==> config.mk <==
export PLATFORM = sky130hd
export DESIGN_NAME = rlcm_queue
export DESIGN_NICKNAME = d
export VERILOG_FILES = /design/src/design/rlcm_pkg.sv /design/src/design/rlcm_queue.sv
export SDC_FILE = /design/constraint.sdc
export NUM_CORES = 1
export LEC_CHECK = 0
export BUFFER_PORTS_ARGS = -buffer_cell sky130_fd_sc_hd__buf_2
export CORE_ASPECT_RATIO = 0.75
export CORE_MARGIN = 1
export CORE_UTILIZATION = 35
export CTS_BUF_LIST = sky130_fd_sc_hd__clkbuf_4 sky130_fd_sc_hd__clkbuf_8
export CTS_CLUSTER_DIAMETER = 120
export DETAILED_ROUTE_END_ITERATION = 8
export HOLD_SLACK_MARGIN = 0.15
export PLACE_DENSITY = 0.67
export SYNTH_ARGS = -nofsm -noshare
export SYNTH_HDL_FRONTEND = slang
export SYNTH_SLANG_ARGS = --single-unit
==> constraint.sdc <==
create_clock -name clk -period 6.3 [get_ports clk]
set_input_delay 0.315 -clock clk [delete_from_list [all_inputs] [get_ports clk]]
set_output_delay 0.315 -clock clk [all_outputs]
set_load 0.005 [all_outputs]
==> src/design/rlcm_pkg.sv <==
`timescale 1ns / 1ps
// Shared types and constants of the rigid link constraint block.
package rlcm_pkg;

  localparam int FRAC_BITS    = 16;
  localparam int COORD_W      = 32;
  localparam int DIFF_W       = COORD_W + 1;
  localparam int MAG_W        = DIFF_W;
  localparam int NORM_MSB     = 30;
  localparam int VEC_W        = FRAC_BITS + 4;
  localparam int VAL_W        = 48;
  localparam int ROW_W        = 4;
  localparam int COL_W        = 5;
  localparam int WIDE_W       = 64;
  localparam int QUOT_W       = FRAC_BITS + 1;
  localparam int SQRT_STEPS   = 32;
  localparam int CROSS_STEPS  = 18;
  localparam int PROD_W       = DIFF_W + VEC_W;
  localparam int CNT_W        = 6;
  localparam int NZ_ENTRIES   = 30;
  localparam int ZL_ENTRIES   = 12;

  localparam logic [COL_W-1:0] COL_AXIS = 5'd12;
  localparam logic [COL_W-1:0] COL_TRAN = 5'd13;
  localparam logic [COL_W-1:0] COL_V2   = 5'd16;
  localparam logic [COL_W-1:0] COL_V3   = 5'd17;

  localparam logic [2:0] JOB_C1_FIRST = 3'd0;
  localparam logic [2:0] JOB_C1_LAST  = 3'd2;
  localparam logic [2:0] JOB_C2_FIRST = 3'd3;
  localparam logic [2:0] JOB_C2_LAST  = 3'd4;

  typedef logic signed [DIFF_W-1:0] diff_t;
  typedef logic signed [VEC_W-1:0]  vec_t;
  typedef logic signed [VAL_W-1:0]  val_t;

  typedef struct packed {
    diff_t dx;
    diff_t dy;
    diff_t dz;
    logic  zero;
  } link_t;

  typedef enum logic [2:0] {
    ST_IDLE, ST_NORM, ST_SQUARE, ST_SQRT, ST_DIV_LOAD, ST_DIV, ST_CROSS, ST_EMIT
  } state_t;

  typedef enum logic [2:0] {
    SRC_C1, SRC_C1_NEG, SRC_ONE, SRC_ONE_NEG, SRC_VEC, SRC_VEC_NEG, SRC_MOMENT
  } src_t;

  typedef struct packed {
    logic [ROW_W-1:0] row;
    logic [COL_W-1:0] col;
    src_t             src;
    logic [1:0]       idx;
  } entry_t;

endpackage

==> src/design/rlcm_queue.sv <==
`timescale 1ns / 1ps
// Short link queue between the front end and the back end.
module rlcm_queue
  import rlcm_pkg::*;
#(
  parameter int DEPTH = 2
)(
  input  logic  clk,
  input  logic  rst_n,
  input  logic  push_valid,
  output logic  push_ready,
  input  link_t push_data,
  output logic  pop_valid,
  input  logic  pop,
  output link_t pop_data
);

  localparam int PTR_W = $clog2(DEPTH);
  localparam int CNT_QW = $clog2(DEPTH + 1);

  link_t              mem_r [DEPTH];
  logic [PTR_W-1:0]   wr_ptr_r, wr_ptr_nxt, rd_ptr_r, rd_ptr_nxt;
  logic [CNT_QW-1:0]  count_r, count_nxt;
  logic               do_push, do_pop;

  assign push_ready = count_r != CNT_QW'(DEPTH);
  assign pop_valid  = count_r != '0;
  assign pop_data   = mem_r[rd_ptr_r];
  assign do_push    = push_valid && push_ready;
  assign do_pop     = pop && pop_valid;

  always_comb begin
    wr_ptr_nxt = wr_ptr_r;
    rd_ptr_nxt = rd_ptr_r;
    count_nxt  = count_r;
    if (do_push) begin
      wr_ptr_nxt = (wr_ptr_r == PTR_W'(DEPTH - 1)) ? '0 : wr_ptr_r + 1'b1;
    end
    if (do_pop) begin
      rd_ptr_nxt = (rd_ptr_r == PTR_W'(DEPTH - 1)) ? '0 : rd_ptr_r + 1'b1;
    end
    if (do_push && !do_pop) begin
      count_nxt = count_r + 1'b1;
    end else if (do_pop && !do_push) begin
      count_nxt = count_r - 1'b1;
    end
  end

  always_ff @(posedge clk) begin
    if (!rst_n) begin
      wr_ptr_r <= '0;
      rd_ptr_r <= '0;
      count_r  <= '0;
    end else begin
      wr_ptr_r <= wr_ptr_nxt;
      rd_ptr_r <= rd_ptr_nxt;
      count_r  <= count_nxt;
    end
  end

  always_ff @(posedge clk) begin
    if (do_push) begin
      mem_r[wr_ptr_r] <= push_data;
    end
  end

endmodule

==> flow_summary.ini <==
[timing]
setup_tns_ns = 0
grt_setup_unrepaired = no
max_slew.worst_pin.slew_ns = 0.853
setup_ws_ns = 3.36
hold-worst-slack_ns = 0.243
max_freq_mhz = 340
final_hold_viol_count = 0
slew_headroom_pct = 43.1
finalCriticalPeriod_ns = 2.94
skew_ns = 0.0116
drv_slew = 0
finalCritPeriodShare_pct = 46.6
setup_viol = 0

[outcome]
outcome = completed

[route]
final_antenna_net_count = 0
vias = 4297
drc = 0
drt_iter0_drc = 167
wl_per_cell_um = 15.7
vias_per_cell = 4.42
drt-pass1-iter-count = 4
wirelength_um = 15300

[critical_path]
critPathCaptureType = output pin
slowest_delay_ns = 0.70
reg2reg_from = count_r[0]
critPathKind = register to output pin
crit_chain = buf_4, mux2_2, buf_2
critPathCapture = pop_data[5]
reg2reg_slack_ns = 3.88
reg2reg_depth = 3
cp_slowest_cell = dfxtp_4
critical_path_required_ns = 5.98
cp-start-kind = register
crit_fanout = 59
cp.arrival_ns = 2.62
r2r-end = mem_r[1][90]

[floorplan]
coreArea_sq_um = 20600
die-area_sq_um = 21900
start_util_pct = 36.3
num_io_pins = 206
num_rows = 45
die_x_um = 171
die_y_um = 128

[global_route]
grt_pass1_wl_um = 23700
antenna_found_initial = 0
first_global_vias = 4685
grt_max_degree = 61
grt.overflow.total = 0
grt_usage_pct = 14.0

[synthesis]
yosysUniqueCellTypes = 20
ys_warn_count = 0
ys_seq_area_share_pct = 81.9
syn_avg_cell_area_sq_um = 22.3
syn_area_sq_um = 7450
ys_ff_latch = 205
synth_fp_nets = 440
synthCells = 335

[place]
place_ws_ns = 3.84
finalWeightedCongestion = 0.693
io_buffers = 205
hpwlAfterDp_um = 8980

[power]
powerDensity_nw_per_um2 = 345
finalPower_uw = 3580
p_leak_uw = 0.00389
irDropWorstVdd_v = 0.000204

[clock_tree]
htree_levels = 1
cts_made_buffers = 31
path_clk_slew_ns = 0.06
root_buffer = clkbuf_8
clock-sinks = 205
tritoncts = yes
postCtsSetupBuffers = 0
clk_path_buf_depth = 3
clkLatencyLatePin_ns = 0.56

[finish]
area_delta_synth_final_pct = 39.2
final_net_count = 772
drive_above_1_share_pct = 52.2
nFillCells = 1695
antenna_cells = 0

[job]
cap_violations = 0

[worst_hold_path]
hold_class = primary input to register
holdPathStages = 4
[state kept, by name (all words and copies together) (netlist names), named ones only]
name / count
count_r: 2
mem_r: 200
rd_ptr_r: 1
wr_ptr_r: 1
[layer usage]
metal | vias up | global-route usage, % | wire length [um]
met3 | 29 | 3.75 | 985
li1 | 1997 | - | -
met2 | 156 | 25.2 | 7660
met1 | 2115 | 16.2 | 6290
met4 | 0 | 4.40 | 382
met5 | - | 0 | 0
[power by group]
group | switching, uW | total (uW) | internal [uW]
Clock | 484 | 995 | 511
Combinational | 366 | 805 | 439
Sequential | 77.4 | 1780 | 1710
[synthesized netlist by cell type, drive strengths merged]
cell / n / area, sq um
edfxtp: 200 / 6010
mux2: 100 / 1130
buf: 11 / 80.1
dfxtp: 5 / 100
and2: 4 / 25.0
a21boi: 2 / 15.0
o21ai: 2 / 10.0
xnor2: 2 / 17.5
a21bo: 1 / 10.0
and3: 1 / 6.26
ha: 1 / 12.5
inv: 1 / 3.75
nand2b: 1 / 13.8
nand3b: 1 / 7.51
or2: 1 / 6.26
or3: 1 / 6.26
xor2: 1 / 8.76
[worst min-delay path by stage]
stage,startpoint,endpoint
floorplan,push_data[0],mem_r[0][0]
global placement,push_data[51],mem_r[0][51]
detailed placement,push_data[54],mem_r[1][54]
CTS,pop,register
global route,pop,register
finish,pop,register
[per-stage QoR]
stage | utilization, % | area (sq um) | cells
global route | 50.5 | 10400 | 973
CTS | 50.5 | 10400 | 973
global placement | 42.8 | 8790 | 814
detailed placement | 42.8 | 8790 | 814
floorplan | - | 7450 | 335
finish | 50.5 | 10400 | 973
[cell families (layout without fill, tap and decap cells)]
kind of cell / Yosys count / count (layout) / synth area share, %
compound gates: 5 / 5 / 0.470
buf+inv: 12 / 368 / 1.12
mux: 100 / 100 / 15.1
xor+xnor: 3 / 3 / 0.353
fa+ha+maj: 1 / 1 / 0.168
flops: 205 / 205 / 81.9
simple gates: 9 / 9 / 0.873
[area by class of cell]
class	instances	area [sq um]	area share, %
inverter	1	6.26	0.0603
sequential	205	6110	58.9
multi-input combinational	118	1270	12.2
tap	282	353	3.40
clock buffer	40	494	4.76
timing repair buffer	310	2070	19.9
clock inverter	17	75.1	0.723
[critical path, delay by kind of cell (launching register included)]
kind	cells	cell delay, ns
multiplexers	1	0.44
buffers and inverters	2	0.81
flip-flops	1	0.70
[repair_timing]
action	CTS	global route
endpoints found under the setup margin	0	0
endpoints found under the hold margin	205	0
resized for setup	0	0
hold buffers	102	0
[cells in the final DEF, fill, tap and decap left out]
| master | instances |
|---|---|
| buf_2 | 205 |
| edfxtp_1 | 200 |
| dlygate4sd3_1 | 102 |
| mux2_2 | 100 |
| clkbuf_8 | 31 |
| clkinv_1 | 10 |
| clkbuf_4 | 9 |
| clkinv_2 | 6 |
| and2_1 | 4 |
| dfxtp_1 | 4 |
| buf_4 | 3 |
| xnor2_1 | 2 |
| nand2b_4 | 1 |
| or2_2 | 1 |
| o21ai_1 | 1 |
| and3_4 | 1 |
| nand3b_1 | 1 |
| inv_4 | 1 |
| a21bo_2 | 1 |
| a21boi_0 | 1 |
| xor2_1 | 1 |
| o21ai_0 | 1 |
| or3_1 | 1 |
| a21boi_1 | 1 |
| ha_1 | 1 |
| dfxtp_4 | 1 |
| clkinvlp_4 | 1 |
Note: power is estimated with default switching activity, not from simulation.
