--- src/design/rlcm_pkg.sv ---
`timescale 1ns / 1ps
// Shared types and constants of the rigid link constraint block.
package rlcm_pkg;

  localparam int FRAC_BITS    = 16;
  localparam int COORD_W      = 32;
  localparam int DIFF_W       = COORD_W + 1;
  localparam int MAG_W        = DIFF_W;
  localparam int NORM_MSB     = 30;
  localparam int VEC_W        = FRAC_BITS + 4;
  localparam int VAL_W        = 48;
  localparam int ROW_W        = 4;
  localparam int COL_W        = 5;
  localparam int WIDE_W       = 64;
  localparam int QUOT_W       = FRAC_BITS + 1;
  localparam int SQRT_STEPS   = 32;
  localparam int CROSS_STEPS  = 18;
  localparam int PROD_W       = DIFF_W + VEC_W;
  localparam int CNT_W        = 6;
  localparam int NZ_ENTRIES   = 30;
  localparam int ZL_ENTRIES   = 12;

  localparam logic [COL_W-1:0] COL_AXIS = 5'd12;
  localparam logic [COL_W-1:0] COL_TRAN = 5'd13;
  localparam logic [COL_W-1:0] COL_V2   = 5'd16;
  localparam logic [COL_W-1:0] COL_V3   = 5'd17;

  localparam logic [2:0] JOB_C1_FIRST = 3'd0;
  localparam logic [2:0] JOB_C1_LAST  = 3'd2;
  localparam logic [2:0] JOB_C2_FIRST = 3'd3;
  localparam logic [2:0] JOB_C2_LAST  = 3'd4;

  typedef logic signed [DIFF_W-1:0] diff_t;
  typedef logic signed [VEC_W-1:0]  vec_t;
  typedef logic signed [VAL_W-1:0]  val_t;

  typedef struct packed {
    diff_t dx;
    diff_t dy;
    diff_t dz;
    logic  zero;
  } link_t;

  typedef enum logic [2:0] {
    ST_IDLE, ST_NORM, ST_SQUARE, ST_SQRT, ST_DIV_LOAD, ST_DIV, ST_CROSS, ST_EMIT
  } state_t;

  typedef enum logic [2:0] {
    SRC_C1, SRC_C1_NEG, SRC_ONE, SRC_ONE_NEG, SRC_VEC, SRC_VEC_NEG, SRC_MOMENT
  } src_t;

  typedef struct packed {
    logic [ROW_W-1:0] row;
    logic [COL_W-1:0] col;
    src_t             src;
    logic [1:0]       idx;
  } entry_t;

endpackage

--- src/design/rlcm_front.sv ---
`timescale 1ns / 1ps
// Front end: accept a link, form the node difference and flag a zero-length link.
module rlcm_front
  import rlcm_pkg::*;
(
  input  logic                      clk,
  input  logic                      rst_n,
  input  logic                      in_valid,
  output logic                      in_ready,
  input  logic signed [COORD_W-1:0] in_first_x,
  input  logic signed [COORD_W-1:0] in_first_y,
  input  logic signed [COORD_W-1:0] in_first_z,
  input  logic signed [COORD_W-1:0] in_second_x,
  input  logic signed [COORD_W-1:0] in_second_y,
  input  logic signed [COORD_W-1:0] in_second_z,
  output logic                      push_valid,
  input  logic                      push_ready,
  output link_t                     push_data
);

  logic  hold_valid_r, hold_valid_nxt;
  link_t link_r, link_nxt;
  logic  accept;

  assign in_ready   = !hold_valid_r || push_ready;
  assign accept     = in_valid && in_ready;
  assign push_valid = hold_valid_r;
  assign push_data  = link_r;

  always_comb begin
    hold_valid_nxt = hold_valid_r;
    link_nxt       = link_r;
    if (hold_valid_r && push_ready) begin
      hold_valid_nxt = 1'b0;
    end
    if (accept) begin
      hold_valid_nxt = 1'b1;
      link_nxt.dx    = diff_t'(in_second_x) - diff_t'(in_first_x);
      link_nxt.dy    = diff_t'(in_second_y) - diff_t'(in_first_y);
      link_nxt.dz    = diff_t'(in_second_z) - diff_t'(in_first_z);
      link_nxt.zero  = (in_second_x == in_first_x) && (in_second_y == in_first_y) &&
                       (in_second_z == in_first_z);
    end
  end

  always_ff @(posedge clk) begin
    if (!rst_n) begin
      hold_valid_r <= 1'b0;
    end else begin
      hold_valid_r <= hold_valid_nxt;
    end
  end

  always_ff @(posedge clk) begin
    link_r <= link_nxt;
  end

endmodule

--- config.mk ---
export PLATFORM = sky130hd
export DESIGN_NAME = rlcm_front
export DESIGN_NICKNAME = d
export VERILOG_FILES = /design/src/design/rlcm_pkg.sv /design/src/design/rlcm_front.sv
export SDC_FILE = /design/constraint.sdc
export NUM_CORES = 1
export LEC_CHECK = 0
export BUFFER_PORTS_ARGS = -buffer_cell sky130_fd_sc_hd__buf_2
export CORE_AREA = 2 2 189 191
export DETAILED_ROUTE_END_ITERATION = 12
export DIE_AREA = 0 0 191 193
export GPL_ROUTABILITY_DRIVEN = 0
export PLACE_DENSITY = 0.54
export SKIP_CTS_REPAIR_TIMING = 1
export SYNTH_ARGS = -nofsm -noshare
export SYNTH_HDL_FRONTEND = slang
export SYNTH_SLANG_ARGS = --single-unit
--- constraint.sdc ---
create_clock -name clk -period 3.9 [get_ports clk]
set_input_delay 0.195 -clock clk [delete_from_list [all_inputs] [get_ports clk]]
set_output_delay 0.195 -clock clk [all_outputs]
set_load 0.02 [all_outputs]
==> results of run 1 <==
[report_power, final]
group	switching, mW	leakage, nW	internal (mW)	total (mW)
clock	0.448	0.147	0.555	1.00
combinational	0.859	4.15	0.567	1.43
sequential	0.0449	0.976	1.40	1.44
total	1.35	5.27	2.52	3.87
[routing by layer]
layer	up-vias	part of all wire	GRT usage
li1	4012	-	-
met3	29	0.064	0.0310
met4	4	0.015	0.0420
met5	-	0.0011	0
met2	252	0.47	0.247
met1	3669	0.45	0.192
[logic make-up (layout without fill, tap and decap cells)]
kind of cell	after synthesis	count (layout)	synth area share
xor gates and xnor gates	80	80	0.0813
AOI/OAI and AO/OA	289	289	0.219
DFF	101	101	0.351
muxes	1	1	0.00116
and+or+nand+nor	231	231	0.137
buffers and inverters	147	443	0.0642
adders and majority gates	99	99	0.146
other	0	3	0
[metrics by stage]
step | worst slack (ns) | power [mW] | cell area, um2 | utilization
finish | 1.32 | 3.87 | 11000 | 0.313
global route | 1.15 | 4.10 | 10900 | 0.313
CTS | 1.29 | 3.93 | 10900 | 0.313
detailed placement | 0.893 | 2.90 | 10600 | 0.304
global placement | 0.975 | 2.89 | 10600 | 0.304
floorplan | 0.463 | 2.43 | 8620 | -
[critical path, delay by kind of cell]
kind	cells	cell delay, ns
adders and majority gates	2	0.66
AOI/OAI and AO/OA	6	1.47
xor gates and xnor gates	1	0.14
buffers and inverters	1	0.10
and+or+nand+nor	1	0.12
[Yosys cell counts, drive strengths merged, types with 3 or more instances]
cell type	number
o21a	10
and2	6
a21boi	6
a211oi	7
or3	3
nand2b	16
a21o	48
o31ai	8
ha	96
inv	131
o21ai	49
a31oi	10
a21oi	89
o31a	4
a211o	3
fa	3
clkbuf	15
nand3	12
nand4	22
nand2	55
edfxtp	100
a41oi	4
o22ai	3
xor2	24
o21bai	14
nor3	14
nor3b	5
and3	11
nor4	5
nor2b	16
a31o	5
nor2	56
xnor2	56
o211ai	4
or2	3
o2111ai	4
[registers in the layout, indices dropped and copies added (netlist names)]
register    cells
push_data     100
push_valid      1
[worst min path at each step]
| stage | slack (ns) | cells after the start | to |
|---|---|---|---|
| floorplan | 0.33 | 2 | push_valid |
| global placement | 0.45 | 2 | push_valid |
| detailed placement | 0.46 | 2 | push_valid |
| CTS | 0.07 | 2 | push_valid |
| global route | 0.09 | 2 | push_valid |
| finish | 0.09 | 2 | push_valid |
[layout make-up]
cell class / count / area, um2 / share of cell area
tap: 461 / 577 / 0.0527
inverter: 131 / 492 / 0.0449
clock inverter: 5 / 77.6 / 0.00708
timing repair buffer: 298 / 1510 / 0.138
clock buffer: 9 / 225 / 0.0206
sequential: 101 / 3020 / 0.276
antenna: 3 / 7.51 / 0.000685
multi-input combinational: 700 / 5050 / 0.461
==> results_dict.tcl, run 1 <==
set metrics [dict create \
    yosysWarnings 0 \
    drc 0 \
    seq_area_frac_synth 0.351 \
    grt_pass1_vias 7737 \
    critPathMostFrequentCell "o21ai_1" \
    synthCells 948 \
    dpl.cell_count 1691 \
    worstPathRequired_ns 4.01 \
    clk_latency_ns 0.37 \
    syn2layout_area_growth_pct 27.1 \
    startpoint "in_first_y[0]" \
    num_rows 69 \
    crit_type "in -> reg" \
    synth-async-reset-ratio 0 \
    synth.top_cell.area_share 0.348 \
    grt_overflow 0 \
    grt_max_degree 53 \
    final_common_cell "buf_2" \
    synth-edff-count 100 \
    r2r_start "push_valid" \
    portBuffers 297 \
    worst_path_largest_cell_delay_ns 0.49 \
    die_w_um 191 \
    dp_hpwl_um 23200 \
    max_freq_ghz 0.387 \
    clk_pin_slew_worst_paths_ns 0.07 \
    hold_violations 0 \
    synth_area_leader_cell "edfxtp_1" \
    critPathCaptureType "register" \
    wirelength_um 27900 \
    pin_count 298 \
    numCtsBuffers 9 \
    viasPerCell 4.66 \
    ir_worst_vdd_mv 0.239 \
    r2r_end "push_data[74]" \
    dieArea_mm2 0.0369 \
    ys_ff_latch 101 \
    wire_per_inst_um 16.3 \
    netlist_top_cells_area "edfxtp_1 (35%), ha_1 (14%), inv_1 (5.7%)" \
    antenna_left 0 \
    fin_cells 1708 \
    relSlewSlack 0.496 \
    via_count 7966 \
    max_slew.worst_pin.slew_ns 0.757 \
    cts-root-buf "clkbuf_16" \
    drt_first_pass_iters 5 \
    track_usage 0.148 \
    rsz0062_at_grt "no" \
    synth_cell_type_count 67 \
    fill_cells 3766 \
    num-nets-final 1536 \
    core_area_mm2 0.0350 \
    cts_max_path_buffers 2 \
    status "completed" \
    cp_slowest_cell "o31ai_1" \
    drive_gt1_frac 0.260 \
    p_per_area_mw_per_mm2 353 \
    finalSetupViolCount 0 \
    arrival_ns 2.69 \
    rr_worst_depth 3 \
    cts_tree "built" \
    leakage_nw 5.27 \
    critPathMaxFanout 4 \
    final_cell_mix "buf_2 (297), inv_1 (131), edfxtp_1 (100), ha_1 (96), a21oi_1 (89)" \
    ys.flop_type "edfxtp_1" \
    critPathCapture "push_data[60]" \
    detail_route.iter0.violations 420 \
    clkSinkCount 101 \
    fin_skew_ns 0.0135 \
    die_h_um 193 \
    finalSetupTns_ns 0 \
    hp-class "in -> reg" \
    hold_slack_ns 0.0915 \
    holdCritStartpoint "rst_n" \
    htreeDepth 3 \
    avgSynthCellArea_um2 9.09 \
    synth_area_mm2 0.00862 \
    report.final.slew_viol_count 0 \
    period_needed_ns 2.58 \
    synth_nets 1243 \
    grt_pass1_wl_um 41900 \
    finalCritPeriodShare 0.662 \
    start_util 0.247 \
    start_kind "primary input" \
    rrSetupSlack_ns 2.11 \
    antenna_found_initial 5 \
    crit_chain "buf_2 > ha_1 > fa_1 > nor2b_1 > o21ai_1 > a21oi_1 > o41a_1 > o21ai_1 > o31ai_1 > a31oi_1 > xnor2_1" \
    drv_cap 0 \
]
No activity file was read; power rests on OpenSTA's default activity.
==> inputs of run 2 (changes only) <==
==> constraint.sdc (replaced) <==
create_clock -name clk -period 2.5 [get_ports clk]
set_input_delay 0.125 -clock clk [delete_from_list [all_inputs] [get_ports clk]]
set_output_delay 0.125 -clock clk [all_outputs]
set_load 0.02 [all_outputs]
==> run 2 against run 1 <==
Compared with the run above: die area unchanged; final area up 6.3%; sequential share of layout area down 1.6 points; global-route usage up 0.26 points; critical path type unchanged; critical endpoint is now push_data[65].
==> results_dict.tcl, run 2 (synthesis gave the netlist of run 1 again) <==
set metrics [dict create \
    status "completed" \
    start_kind "primary input" \
    arrival_ns 2.47 \
    hp-class "in -> reg" \
    critPathCapture "push_data[65]" \
    htreeDepth 3 \
    clk_latency_ns 0.37 \
    antenna_found_initial 7 \
    portBuffers 297 \
    period_needed_ns 2.34 \
    max_slew.worst_pin.slew_ns 0.630 \
    drt_first_pass_iters 7 \
    clkSinkCount 101 \
    fin_cells 1803 \
    power_frac_clock 0.246 \
    final_common_cell "buf_2" \
    finalCritPeriodShare 0.937 \
    startpoint "in_first_y[1]" \
    r2r_end "push_data[74]" \
    final.setup.worst_slack_ns 0.157 \
    critPathCaptureType "register" \
    die_w_um 191 \
    num-nets-final 1627 \
    via_count 8348 \
    final_cell_mix "buf_2 (297), inv_1 (131), edfxtp_1 (100), ha_1 (96), buf_4 (91)" \
    multi_input_area_mm2 0.00505 \
    die_h_um 193 \
    combPwrFrac 0.391 \
    max_freq_ghz 0.427 \
    wire_per_inst_um 15.8 \
    place_ws_ns -0.306 \
    cts-root-buf "clkbuf_16" \
    rrSetupSlack_ns 1.03 \
    drive_gt1_frac 0.310 \
    drv_cap 0 \
    switching_share 0.353 \
    p_per_area_mw_per_mm2 532 \
    fin_skew_ns 0.0165 \
    p_int_mw 4.00 \
    detail_route.iter0.violations 305 \
    num_rows 69 \
    finalSetupViolCount 0 \
    pin_count 298 \
    rsz0062_at_grt "no" \
    leakage_nw 5.71 \
    dp_hpwl_um 23600 \
    switchingPower_mw 2.19 \
    cts_tree "built" \
    core_area_mm2 0.0350 \
    rr_worst_depth 3 \
    largest_reg_flops 100 \
    wirelength_um 28500 \
    cts_max_path_buffers 2 \
    track_usage 0.150 \
    ir_worst_vdd_mv 0.309 \
    seqPwrFrac 0.363 \
    grt_pass1_wl_um 43000 \
    clk_pin_slew_worst_paths_ns 0.08 \
    critPathMaxFanout 3 \
    drc 0 \
    r2r_start "push_valid" \
    hold_violations 0 \
    grt_pass1_vias 8099 \
    dpl.cell_count 1782 \
    hold_slack_ns 0.0169 \
    crit_type "in -> reg" \
    relSlewSlack 0.580 \
    worstPathRequired_ns 2.62 \
    numCtsBuffers 9 \
    grt_max_degree 101 \
    fill_cells 3743 \
    antenna_left 0 \
    report.final.slew_viol_count 0 \
    syn2layout_area_growth_pct 35.0 \
    viasPerCell 4.63 \
    p_total_mw 6.19 \
    grt_overflow 0 \
    dieArea_mm2 0.0369 \
    start_util 0.247 \
    register_area_mm2 0.00302 \
]
run 2: layout make-up:
cell class / instances / share of cell area
multi-input cells: 700 / 0.434
flip-flops and latches: 101 / 0.260
repair buffers: 389 / 0.188
well taps: 461 / 0.0496
inverters: 131 / 0.0422
clock buffers: 10 / 0.0197
clock inverters: 6 / 0.00613
diodes: 5 / 0.00107
run 2: stage by stage:
step                      cell area (um2)  TNS [ns]   util
after floorplan                      8620         0      -
after global placement              11300     -3.02  0.324
after detailed placement            11300     -3.52  0.324
after CTS                           11600         0  0.333
after global routing                11600         0  0.333
final                               11600         0  0.333
run 2: per-layer routing:
layer / GRT usage / vias up / part of all wire
met4: 0.0438 / 8 / 0.021
met5: 0 / - / 0.0020
met1: 0.193 / 3806 / 0.45
li1: - / 4203 / -
met3: 0.0338 / 44 / 0.068
met2: 0.252 / 287 / 0.46
run 2: worst min path at each step:
stage | start | end | depth (start not counted)
3_5_place_dp | rst_n | push_valid | 2
5_1_grt | rst_n | push_valid | 2
6_report | rst_n | push_valid | 2
3_3_place_gp | rst_n | push_valid | 2
4_1_cts | rst_n | push_valid | 2
2_1_floorplan | in_valid | push_valid | 2
run 2: worst max-delay path, cell delays in order:
cell and delay [ns]:
buf_2 0.10, inv_1 0.04, ha_1 0.31, nor2b_1 0.15
o31a_1 0.29, o31a_1 0.29, nor4b_4 0.29, buf_4 0.18
o2111ai_1 0.18, a31o_1 0.25, a21oi_1 0.17, xnor2_1 0.07
run 2: power groups by stage:
stage	clock network [mW]	registers (mW)	logic [mW]
3_5_place_dp	0	2.29	2.42
3_3_place_gp	0	2.29	2.41
5_1_grt	1.62	2.27	2.67
4_1_cts	1.57	2.25	2.43
2_1_floorplan	0	2.55	1.23
6_report	1.52	2.25	2.42
